==> config.mk <==
export PLATFORM = sky130hd
export DESIGN_NAME = tlb_lru_address_translator
export DESIGN_NICKNAME = d
export VERILOG_FILES = /design/src/rtl/tlb_pkg.sv /design/src/rtl/tlb_ctrl.sv /design/src/rtl/tlb_datapath.sv /design/src/rtl/tlb_lru_address_translator.sv
export SDC_FILE = /design/constraint.sdc
export NUM_CORES = 2
export LEC_CHECK = 0
export BUFFER_PORTS_ARGS = -buffer_cell sky130_fd_sc_hd__buf_4
export CAP_MARGIN = 10
export CORE_ASPECT_RATIO = 0.7
export CORE_MARGIN = 2
export CORE_UTILIZATION = 55
export DETAILED_ROUTE_END_ITERATION = 7
export PLACE_DENSITY_LB_ADDON = 0.15
export SLEW_MARGIN = 20
export SYNTH_ARGS = -nofsm -noshare
export SYNTH_HDL_FRONTEND = slang
export SYNTH_SLANG_ARGS = --single-unit
==> constraint.sdc <==
create_clock -name clk -period 10.08 [get_ports clk]
set_input_delay 0.504 -clock clk [delete_from_list [all_inputs] [get_ports clk]]
set_output_delay 0.504 -clock clk [all_outputs]
set_load 0.005 [all_outputs]
==> src/rtl/tlb_pkg.sv <==
// ----------------------------------------------------------------------------
// tlb_pkg
// shared sizes and the command type for the lru address translator
// ----------------------------------------------------------------------------
package tlb_pkg;

  localparam int TlbEntries  = 16;
  localparam int FrameCount  = 128;
  localparam int ListEntries = 128;
  localparam int OffsetBits  = 8;

  localparam int TlbIdxW   = $clog2(TlbEntries);
  localparam int ListIdxW  = $clog2(ListEntries);
  localparam int ListCntW  = $clog2(ListEntries + 1);
  localparam int FrameW    = $clog2(FrameCount);
  localparam int FrameCntW = $clog2(FrameCount + 1);
  localparam int PageW     = 8;
  localparam int VaW       = 16;
  localparam int PaW       = 15;

  typedef struct packed {
    logic lookup;
    logic commit;
  } tlb_cmd_t;

endpackage

==> src/rtl/tlb_ctrl.sv <==
// ----------------------------------------------------------------------------
// tlb_ctrl
// sequences one translation: lookup cycle, commit cycle, result hold
// ----------------------------------------------------------------------------
module tlb_ctrl (
  input  logic                 clk,
  input  logic                 rst,
  input  logic                 in_fire,
  input  logic                 out_fire,
  output logic                 busy,
  output logic                 out_valid,
  output tlb_pkg::tlb_cmd_t    cmd
);

  typedef enum logic [1:0] {S_IDLE, S_LOOKUP, S_COMMIT} state_t;
  state_t state;
  logic   commit_ok;

  // commit may land once the older result is gone or leaves this cycle
  assign commit_ok = !out_valid || out_fire;

  always_comb begin
    cmd.lookup = (state == S_LOOKUP);
    cmd.commit = (state == S_COMMIT) && commit_ok;
  end

  // accepts a new word once the previous one has committed
  assign busy = (state != S_IDLE);

  always_ff @(posedge clk) begin
    if (rst) begin
      state     <= S_IDLE;
      out_valid <= 1'b0;
    end else begin
      if (state == S_COMMIT && commit_ok) out_valid <= 1'b1;
      else if (out_fire) out_valid <= 1'b0;
      case (state)
        S_IDLE:   if (in_fire) state <= S_LOOKUP;
        S_LOOKUP: state <= S_COMMIT;
        S_COMMIT: if (commit_ok) state <= S_IDLE;
        default:  state <= S_IDLE;
      endcase
    end
  end

endmodule

==> src/rtl/tlb_datapath.sv <==
// ----------------------------------------------------------------------------
// tlb_datapath
// tlb cam, recency list cells, frame allocator and statistics counters
// ----------------------------------------------------------------------------
module tlb_datapath (
  input  logic                          clk,
  input  logic                          rst,
  input  logic                          in_fire,
  input  logic [tlb_pkg::VaW-1:0]       va,
  input  tlb_pkg::tlb_cmd_t             cmd,
  output logic [tlb_pkg::PaW-1:0]       phys_addr,
  output logic                          tlb_hit,
  output logic                          page_fault,
  output logic                          evict_valid,
  output logic [tlb_pkg::PageW-1:0]     evicted_page,
  output logic [31:0]                   translation_count,
  output logic [31:0]                   fault_count,
  output logic [31:0]                   hit_count
);

  localparam int TE = tlb_pkg::TlbEntries;
  localparam int LE = tlb_pkg::ListEntries;

  logic [TE-1:0]                        tlb_valid;
  logic [tlb_pkg::PageW-1:0]            tlb_tags   [TE];
  logic [tlb_pkg::FrameW-1:0]           tlb_frames [TE];
  logic [tlb_pkg::TlbIdxW-1:0]          tlb_fill_slot;

  logic [tlb_pkg::PageW-1:0]            list_page  [LE];
  logic [tlb_pkg::FrameW-1:0]           list_frame [LE];
  logic [tlb_pkg::ListCntW-1:0]         list_count;
  logic [tlb_pkg::FrameCntW-1:0]        frames_handed_out;

  logic [tlb_pkg::VaW-1:0]              va_q;
  logic [tlb_pkg::PageW-1:0]            page;
  logic [tlb_pkg::OffsetBits-1:0]       offset;

  // registered lookup results
  logic                                 r_hit;
  logic [tlb_pkg::FrameW-1:0]           r_tlb_frame;
  logic                                 r_found;
  logic [tlb_pkg::ListIdxW-1:0]         r_idx;

  assign page   = tlb_pkg::PageW'(va_q >> tlb_pkg::OffsetBits);
  assign offset = va_q[tlb_pkg::OffsetBits-1:0];

  // cam match over tlb
  logic [TE-1:0] tmatch;
  logic [tlb_pkg::FrameW-1:0] tframe;
  always_comb begin
    tframe = '0;
    for (int i = 0; i < TE; i++) begin
      tmatch[i] = tlb_valid[i] && (tlb_tags[i] == page);
      if (tmatch[i]) tframe = tframe | tlb_frames[i];
    end
  end

  // cam match over list cells; priority picks the front-most
  logic [LE-1:0] lmatch;
  logic [tlb_pkg::ListIdxW-1:0] lidx;
  always_comb begin
    lidx = '0;
    for (int i = LE - 1; i >= 0; i--) begin
      lmatch[i] = (tlb_pkg::ListCntW'(i) < list_count) && (list_page[i] == page);
      if (lmatch[i]) lidx = tlb_pkg::ListIdxW'(i);
    end
  end

  // fault path decisions
  logic                               room;
  logic [tlb_pkg::ListIdxW-1:0]       tail_idx;
  logic [tlb_pkg::FrameW-1:0]         new_frame;
  logic [tlb_pkg::ListIdxW-1:0]       mv_idx;
  logic [tlb_pkg::FrameW-1:0]         res_frame;
  logic                               fault_c, evict_c;
  always_comb begin
    room     = (frames_handed_out < tlb_pkg::FrameCntW'(tlb_pkg::FrameCount)) &&
               (list_count < tlb_pkg::ListCntW'(LE));
    tail_idx = tlb_pkg::ListIdxW'(list_count - tlb_pkg::ListCntW'(1));
    fault_c  = !r_hit && !r_found;
    evict_c  = fault_c && !room && (list_count != '0);
    if (room) new_frame = tlb_pkg::FrameW'(frames_handed_out);
    else if (list_count != '0) new_frame = list_frame[tail_idx];
    else new_frame = '0;
    if (r_found) mv_idx = r_idx;
    else if (room) mv_idx = tlb_pkg::ListIdxW'(list_count);
    else if (list_count != '0) mv_idx = tail_idx;
    else mv_idx = '0;
    if (r_hit) res_frame = r_tlb_frame;
    else if (r_found) res_frame = list_frame[r_idx];
    else res_frame = new_frame;
  end

  // shift enables for move to front, from the registered lookup
  logic [LE-1:0] shift_en;
  always_comb begin
    for (int i = 0; i < LE; i++) shift_en[i] = (tlb_pkg::ListIdxW'(i) <= mv_idx);
  end

  function automatic logic [31:0] sat_inc(input logic [31:0] v);
    sat_inc = (v == '1) ? v : v + 32'd1;
  endfunction

  always_ff @(posedge clk) begin
    if (in_fire) va_q <= va;
    if (cmd.lookup) begin
      r_hit       <= |tmatch;
      r_tlb_frame <= tframe;
      r_found     <= |lmatch;
      r_idx       <= lidx;
    end
    if (cmd.commit) begin
      phys_addr        <= tlb_pkg::PaW'({res_frame, offset});
      tlb_hit          <= r_hit;
      page_fault       <= fault_c;
      evict_valid      <= evict_c;
      evicted_page     <= evict_c ? list_page[tail_idx] : '0;
      if (!r_hit) begin
        for (int i = 1; i < LE; i++) begin
          if (shift_en[i]) begin
            list_page[i]  <= list_page[i-1];
            list_frame[i] <= list_frame[i-1];
          end
        end
        list_page[0]  <= page;
        list_frame[0] <= res_frame;
        tlb_tags[tlb_fill_slot]   <= page;
        tlb_frames[tlb_fill_slot] <= res_frame;
      end
    end
    if (rst) begin
      tlb_valid         <= '0;
      tlb_fill_slot     <= '0;
      list_count        <= '0;
      frames_handed_out <= '0;
      translation_count <= '0;
      fault_count       <= '0;
      hit_count         <= '0;
    end else if (cmd.commit) begin
      translation_count <= sat_inc(translation_count);
      if (fault_c) fault_count <= sat_inc(fault_count);
      if (r_hit) hit_count <= sat_inc(hit_count);
      if (!r_hit) begin
        // evicted page leaves the tlb before the refill lands
        for (int i = 0; i < TE; i++) begin
          if (evict_c && tlb_valid[i] && tlb_tags[i] == list_page[tail_idx])
            tlb_valid[i] <= 1'b0;
        end
        tlb_valid[tlb_fill_slot] <= 1'b1;
        tlb_fill_slot <= (tlb_fill_slot == tlb_pkg::TlbIdxW'(TE - 1)) ? '0
                         : tlb_fill_slot + tlb_pkg::TlbIdxW'(1);
        if (fault_c && room) begin
          frames_handed_out <= frames_handed_out + tlb_pkg::FrameCntW'(1);
          list_count        <= list_count + tlb_pkg::ListCntW'(1);
        end else if (fault_c && list_count == '0) begin
          list_count <= tlb_pkg::ListCntW'(1);
        end
      end
    end
  end

endmodule

==> src/rtl/tlb_lru_address_translator.sv <==
// ----------------------------------------------------------------------------
// tlb_lru_address_translator
// virtual to physical translation with fifo-refilled tlb and lru page list
// ----------------------------------------------------------------------------
// an accepted word passes a lookup state and a commit state before its result is valid
// a new word is taken only once the previous one has committed
// a result waiting at the output holds back the commit of the next word, not its input
// the list cells do their parallel match in lookup and their move-to-front shift in commit
// reset: synchronous, clears tlb valid bits, list count, frame allocator, counters
module tlb_lru_address_translator (
  input  logic        clk,
  input  logic        rst,
  input  logic        s_tvalid,
  output logic        s_tready,
  input  logic [15:0] s_tdata,   // virtual_address[15:0]
  output logic        m_tvalid,
  input  logic        m_tready,
  output logic [15:0] m_tdata,   // phys_addr[14:0], pad
  output logic [106:0] m_tuser   // tlb_hit, page_fault, evict_valid, evicted_page[7:0],
                                 // translation_count[31:0], fault_count[31:0], hit_count[31:0]
);

  tlb_pkg::tlb_cmd_t    cmd;
  logic busy, in_fire, out_fire;
  logic [14:0] pa;
  logic hit, fault, ev;
  logic [7:0] evp;
  logic [31:0] tc, fc, hc;

  assign s_tready = !busy;
  assign in_fire  = s_tvalid && s_tready;
  assign out_fire = m_tvalid && m_tready;

  tlb_ctrl u_ctrl (
    .clk(clk), .rst(rst), .in_fire(in_fire), .out_fire(out_fire),
    .busy(busy), .out_valid(m_tvalid), .cmd(cmd)
  );

  tlb_datapath u_dp (
    .clk(clk), .rst(rst), .in_fire(in_fire), .va(s_tdata), .cmd(cmd),
    .phys_addr(pa), .tlb_hit(hit), .page_fault(fault),
    .evict_valid(ev), .evicted_page(evp), .translation_count(tc),
    .fault_count(fc), .hit_count(hc)
  );

  assign m_tdata = {1'b0, pa};
  assign m_tuser = {hc, fc, tc, evp, ev, fault, hit};

endmodule

* Word-level counts from Yosys, hierarchy flattened *
Memories as Yosys holds them, arrays and structs flattened.
Cells that the tools add are included.

cells by class
  $add $sub $neg = 7
  multiply operators = 0
  divide/modulo/power cells = 0
  $lt $le $gt $ge = 259
  equality and inequality tests = 168
  shifts and indexed selects = 0
  mux-type cells = 735
  bitwise logic cells = 20
  reductions and logical operators = 213

operators with widths
  operator                 count
  $eq A8 B8 Y1             160
  $mux W7                  87
  $mux W1                  579
  $lt A7 B8 Y1 const A     64
  $le A7 B7 Y1 const A     64
  $lt A6 B8 Y1 const A     32
  $le A6 B7 Y1 const A     32
  $mux W6                  32
  $logic_and A1 B1 Y1      186
  $lt A5 B8 Y1 const A     16
  $reduce_or A128 Y1       1
  $le A5 B7 Y1 const A     16
  $or A7 B7 Y7             15
  $add A32 B1 Y32 const B  3
  $eq A32 B32 Y1 const B   3
  $mux W5                  16
  $lt A4 B8 Y1 const A     8
  $reduce_or A64 Y1        1
  $le A4 B7 Y1 const A     8
  $mux W4                  9
  $lt A3 B8 Y1 const A     4
  $reduce_or A16 Y1        2
  $reduce_or A32 Y1        1
  $le A3 B7 Y1 const A     4
  33 further kinds         59

storage, ports and cells
  register bits after elaboration = 193
  bits in latches = 0
  RAM bits = 2160
  bits in read-only memories = 0
  bits of input ports = 20
  output and inout bits = 125
  word-level logic and storage cells = 1431
  memories = 4

memories
  memory           words  width  read ports  clocked after memory_dff  wr ports  RTL line            RTL
  u_dp.list_page   128    8      129         0                         128       tlb_datapath.sv:29  logic [tlb_pkg::PageW-1:0] list_page [LE];
  u_dp.list_frame  128    7      129         0                         128       tlb_datapath.sv:30  logic [tlb_pkg::FrameW-1:0] list_frame [LE];
  u_dp.tlb_tags    16     8      16          0                         1         tlb_datapath.sv:25  logic [tlb_pkg::PageW-1:0] tlb_tags [TE];
  u_dp.tlb_frames  16     7      16          0                         1         tlb_datapath.sv:26  logic [tlb_pkg::FrameW-1:0] tlb_frames [TE];

* Logic depth before layout (Yosys ltp) *
An unclocked memory read counts as a cell.

  depth after elaboration = 130
  depth in mapped cells = 25
  gate-level depth less buffers = 13

* Modules after synthesis *
Synthesis repeated with hierarchy kept, for this count alone.

unflattened totals
  cell total of the unflattened synthesis = 7262
  area, all modules = 115505.8 sq um

by module, submodules not included
  module                      instances  cells an instance  area each (sq um)  sequential area each (sq um)
  tlb_datapath                1          7242               115318.1           69246.4
  tlb_ctrl                    1          12                 137.6              60.1
  tlb_lru_address_translator  1          8                  50.0               0.0

* Worst setup path before layout *
OpenSTA, ideal clock, no wires.

  path kind = register -> register
  start = register u_dp.list_count[0] (netlist name)
  end = memory u_dp.list_frame[43][0] (netlist name) (enable)
  setup time = 0.408 ns
  arrival time = 5.529 ns
  data required time = 9.672 ns
  setup slack = 4.143 ns
  cell stages (with the launch flop) = 24
  clock period less this slack = 5.937 ns
  path through = dfxtp_1 > buf_2 > buf_4 > buf_6 > buf_4 > buf_6 > buf_4 > buf_4 > inv_1 > ha_1 > buf_2 > buf_2 > buf_2 > buf_1 > buf_2 > buf_2 > o22ai_1 > mux2i_1 > buf_2 > nor2_1 > o21ai_0 > a21oi_1 > a31oi_1 > o21ai_0

RTL lines
  item                    RTL line             RTL
  start, declared         tlb_datapath.sv:31   logic [tlb_pkg::ListCntW-1:0] list_count;
  start signal, assigned  tlb_datapath.sv:154  list_count <= list_count + tlb_pkg::ListCntW'(1);
  start signal, assigned  tlb_datapath.sv:156  list_count <= tlb_pkg::ListCntW'(1);
  end, declared           tlb_datapath.sv:30

==> out/qor.yml <==
power_and_ir_drop:
  power.internal_mw: 15.8
  vdd_ir_drop_max_mv: 0.160
  static-leakage-power_nw: 39.3
  clkPwrFrac_pct: 42.5
  total_power_density_per_cell_area_mw_per_mm2: 160
  sw_share_pct: 22.7
  power.sequential.fraction_pct: 52.0
  combinationalPowerShare_pct: 5.5
  total_switching_power_mw: 4.65
worst_setup_path:
  crit_required_ns: 10.62
  critical_path.endpoint_type: "flop"
  cp_max_fo: 30
  worstPathArrival_ns: 7.40
  worstPathBufferInverterCount: 6
  worstPathCellList: "inv_1 > ha_4 > or3b_2 > nor3_1 > nand2b_1 > o22ai_1 > mux2_2 > nand2_1 > buf_4 > inv_1 > nand2_1 > buf_4 > inv_1 > nand2_1 > inv_1"
  path_delay_family: "simple AND/OR/NAND/NOR gates"
  critPathKind: "flop to flop"
  setup.worst_path.start_class: "flop"
  crit_path_top_delay_cell: "sky130_fd_sc_hd__nand2b_1"
  critPathMaxStageDelay_ns: 0.65
  critPathMostFrequentCell: "sky130_fd_sc_hd__inv_1"
die:
  core_area_mm2: 0.208
  top_level_ports: 145
  fp.dieW_um: 552
  dieArea_mm2: 0.214
  row_count: 140
  start_util_pct: 55.4
  die_y_um: 387
clocking:
  cts_root_buffer: "sky130_fd_sc_hd__clkbuf_16"
  cts_setup_buffers: 0
  later_pin_clock_latency_in_the_skew_report_ns: 0.91
  clock_tree_from_tritoncts: "built"
  clk_pin_slew_worst_paths_ns: 0.06
  cts-buffers-inserted: 230
  cts_resized: 0
  cts_max_path_buffers: 4
  cts-htree-levels: 4
  clock_sink_count: 2353
sta:
  tns_ns: 0
  slew_violations: 0
  timing.final.hold_violations: 0
  maxClockFrequency_mhz: 146
  setup_repair_after_global_routing_missed_its_margin: "false"
  period_utilization_pct: 68.1
  tightestPinTransition_ns: 1.30
  final_period_minus_worst_setup_slack_ns: 6.86
  slew_headroom_pct: 12.8
  final-setup-viol-count: 0
  finClkSkew_ns: 0.0415
synthesis:
  synth.cell_area_mm2: 0.115
  number_of_enable_flip_flop_cells_after_synthesis: 2218
  synth-seq-cells: 2353
  synth_async_sr_flop_share_pct: 0
  post_synth_inst_count: 7500
  synth.net_count: 7531
  synth_largest_type_area_fraction_pct: 57.7
  ys_dominant_reg_cell: "sky130_fd_sc_hd__edfxtp_1"
  synth.top_cells.by_area: "sky130_fd_sc_hd__edfxtp_1 (58%), sky130_fd_sc_hd__mux4_2 (16%), sky130_fd_sc_hd__xnor2_1 (6.3%)"
  synthDistinctLibCells: 86
  yosysSeqAreaShare_pct: 60.0
  yosysTopAreaCell: "sky130_fd_sc_hd__edfxtp_1"
  ys_warn_count: 0
  syn-mean-instance-area_um2: 15.4
cells_and_area:
  drive_above_1_share_pct: 21.7
  final_nets: 7668
  syn_to_final_growth_pct: 11.0
  postLayoutCoreUtil_pct: 61.5
worst_hold_path:
  min-delay-path-class: "input pin to flop"
route:
  avgViaCountPerCell: 7.14
  wl_um: 403000
  postRouteAntennaNets: 0
  wl_per_cell_um: 38.0
  total_drc_errors_in_the_routed_layout: 0
  detailroute.via_count: 75693
  firstDrtPassIters: 6
  detailedRoute.firstIterationViolations: 13234
global_route:
  grt_first_pass_wirelength_um: 559000
  overflow: 0
  first_global_vias: 70908
  global_route.usage.total_pct: 37.2
  grt_max_degree: 94
  grt_antenna_before_repair: 26
run:
  timing.max_cap.violations: 0
place:
  detailed_place_hpwl_um: 276000
  place_congestion: 1.07
  place.port_buffers: 143
status:
  outcome: "complete, no violations"
[power groups by stage]
| stage | Clock (mW) | Sequential, mW | Combinational, mW |
|---|---|---|---|
| after global routing | 9.10 | 10.6 | 1.17 |
| final | 8.69 | 10.6 | 1.13 |
| after detailed placement | 0 | 10.9 | 1.09 |
| after CTS | 8.73 | 10.6 | 1.10 |
| after global placement | 0 | 10.9 | 1.08 |
| after floorplan | 0 | 10.8 | 0.718 |
[cells in the final DEF, fill, tap and decap left out, types with 69 or more instances in the layout]
master and count:
sky130_fd_sc_hd__a21oi_1 97, sky130_fd_sc_hd__nor2_1 263, sky130_fd_sc_hd__nand4_1 209, sky130_fd_sc_hd__nand2_1 542, sky130_fd_sc_hd__edfxtp_1 2218, sky130_fd_sc_hd__clkbuf_16 233, sky130_fd_sc_hd__nor3_1 74, sky130_fd_sc_hd__mux4_2 801
sky130_fd_sc_hd__nor4_1 145, sky130_fd_sc_hd__xor2_1 542, sky130_fd_sc_hd__dfxtp_1 131, sky130_fd_sc_hd__o21ai_0 77, sky130_fd_sc_hd__buf_4 375, sky130_fd_sc_hd__xnor2_1 825, sky130_fd_sc_hd__a31oi_1 69, sky130_fd_sc_hd__and3_1 71
sky130_fd_sc_hd__nand3_1 232
[final cells by class]
type	instances	area, um2
well taps	2769	3460
fillers	15309	80200
multi-input cells	4594	44400
inverters	43	161
diodes	14	35.0
clock inverters	143	1290
flip-flops and latches	2353	69300
clock buffers	275	6050
repair buffers	415	3430
[stage by stage]
step	power, mW	worst slack (ns)	hold WS, ns	instances	cell area (um2)
2_1_floorplan	11.6	4.14	0.400	7500	115000
3_3_place_gp	11.9	2.99	0.401	10152	120000
3_5_place_dp	11.9	2.90	0.406	10155	120000
4_1_cts	20.5	2.93	0.200	10590	128000
5_1_grt	20.9	2.93	0.234	10594	128000
6_report	20.5	3.22	0.232	10606	128000
[final timing paths]
kind                 startpoint                       to  slack [ns]  depth (start not counted)
max reg2reg  u_dp.list_count[0]  u_dp.list_frame[112][6]        3.22                         15
max          u_dp.list_count[0]  u_dp.list_frame[112][6]        3.22                         15
min                         rst         u_ctrl.out_valid        0.23                          2
min reg2reg        u_dp.va_q[1]        u_dp.phys_addr[1]        0.42                          0
[per-layer routing]
| metal | up-vias | routed length [um] | track usage [%] |
|---|---|---|---|
| li1 | 29641 | - | - |
| met1 | 39157 | 162000 | 56.4 |
| met2 | 6182 | 152000 | 45.2 |
| met3 | 681 | 74300 | 20.2 |
| met4 | 32 | 13000 | 10.4 |
| met5 | - | 885 | 2.09 |
[registers in the layout, summed over array words and instances, names as in the netlist]
signal and cells:
u_dp.list_count 8, u_dp.translation_count 32, u_dp.r_tlb_frame 7, u_dp.tlb_tags 128, u_dp.tlb_valid 16, u_dp.r_found 1, u_dp.list_frame 896, u_dp.tlb_hit 1
u_dp.hit_count 32, u_dp.frames_handed_out 8, u_dp.page_fault 1, u_dp.r_idx 7, u_dp.phys_addr 15, u_dp.evict_valid 1, u_dp.tlb_frames 112, u_dp.tlb_fill_slot 4
u_ctrl.state 2, u_ctrl.out_valid 1, u_dp.evicted_page 8, u_dp.va_q 16, u_dp.list_page 1024, u_dp.fault_count 32, u_dp.r_hit 1
[logic make-up (layout without fill, tap and decap cells)]
logic type	Yosys count	in the layout	synth area share [%]
compound gates	614	614	3.62
xor+xnor	1372	1372	10.5
fa+ha+maj	11	11	0.119
buf+inv	553	876	2.24
flops	2353	2353	60.0
mux	836	836	15.9
other cells	1	15	0.00325
simple gates	1760	1760	7.58
[what timing repair did]
action	4_1_cts	5_1_grt
hold endpoints to repair	18	0
setup endpoints to repair	0	0
hold buffers	17	0
[synthesized netlist by cell type, drive strengths merged, types with 8 or more instances]
master and number:
nor2b 27, and3 77, dfxtp 135, o21bai 19
xor2 543, or2 22, o211ai 21, xnor2 829
mux4 801, nor3 83, edfxtp 2218, o21ai 85
a31oi 78, a221oi 25, a2111oi 27, buf 309
ha 11, nand2 543, nor4b 11, o2111ai 32
clkbuf 201, a21oi 150, nand2b 21, nor2 275
a22oi 9, and2 28, or3 32, nand4 209
nor4 150, and4 19, a311oi 20, a22o 30
a211oi 34, mux2i 30, nand3 232, inv 42
a21o 14, a311o 8
[worst reg2reg max path, stage by stage (launching register included)]
cell and delay (ns):
sky130_fd_sc_hd__dfxtp_4 0.52, sky130_fd_sc_hd__inv_1 0.27, sky130_fd_sc_hd__ha_4 0.28, sky130_fd_sc_hd__or3b_2 0.61, sky130_fd_sc_hd__nor3_1 0.52, sky130_fd_sc_hd__nand2b_1 0.65
sky130_fd_sc_hd__o22ai_1 0.28, sky130_fd_sc_hd__mux2_2 0.45, sky130_fd_sc_hd__nand2_1 0.12, sky130_fd_sc_hd__buf_4 0.40, sky130_fd_sc_hd__inv_1 0.49, sky130_fd_sc_hd__nand2_1 0.22
sky130_fd_sc_hd__buf_4 0.37, sky130_fd_sc_hd__inv_1 0.45, sky130_fd_sc_hd__nand2_1 0.53, sky130_fd_sc_hd__inv_1 0.39
(Power assumes the default switching activity.)
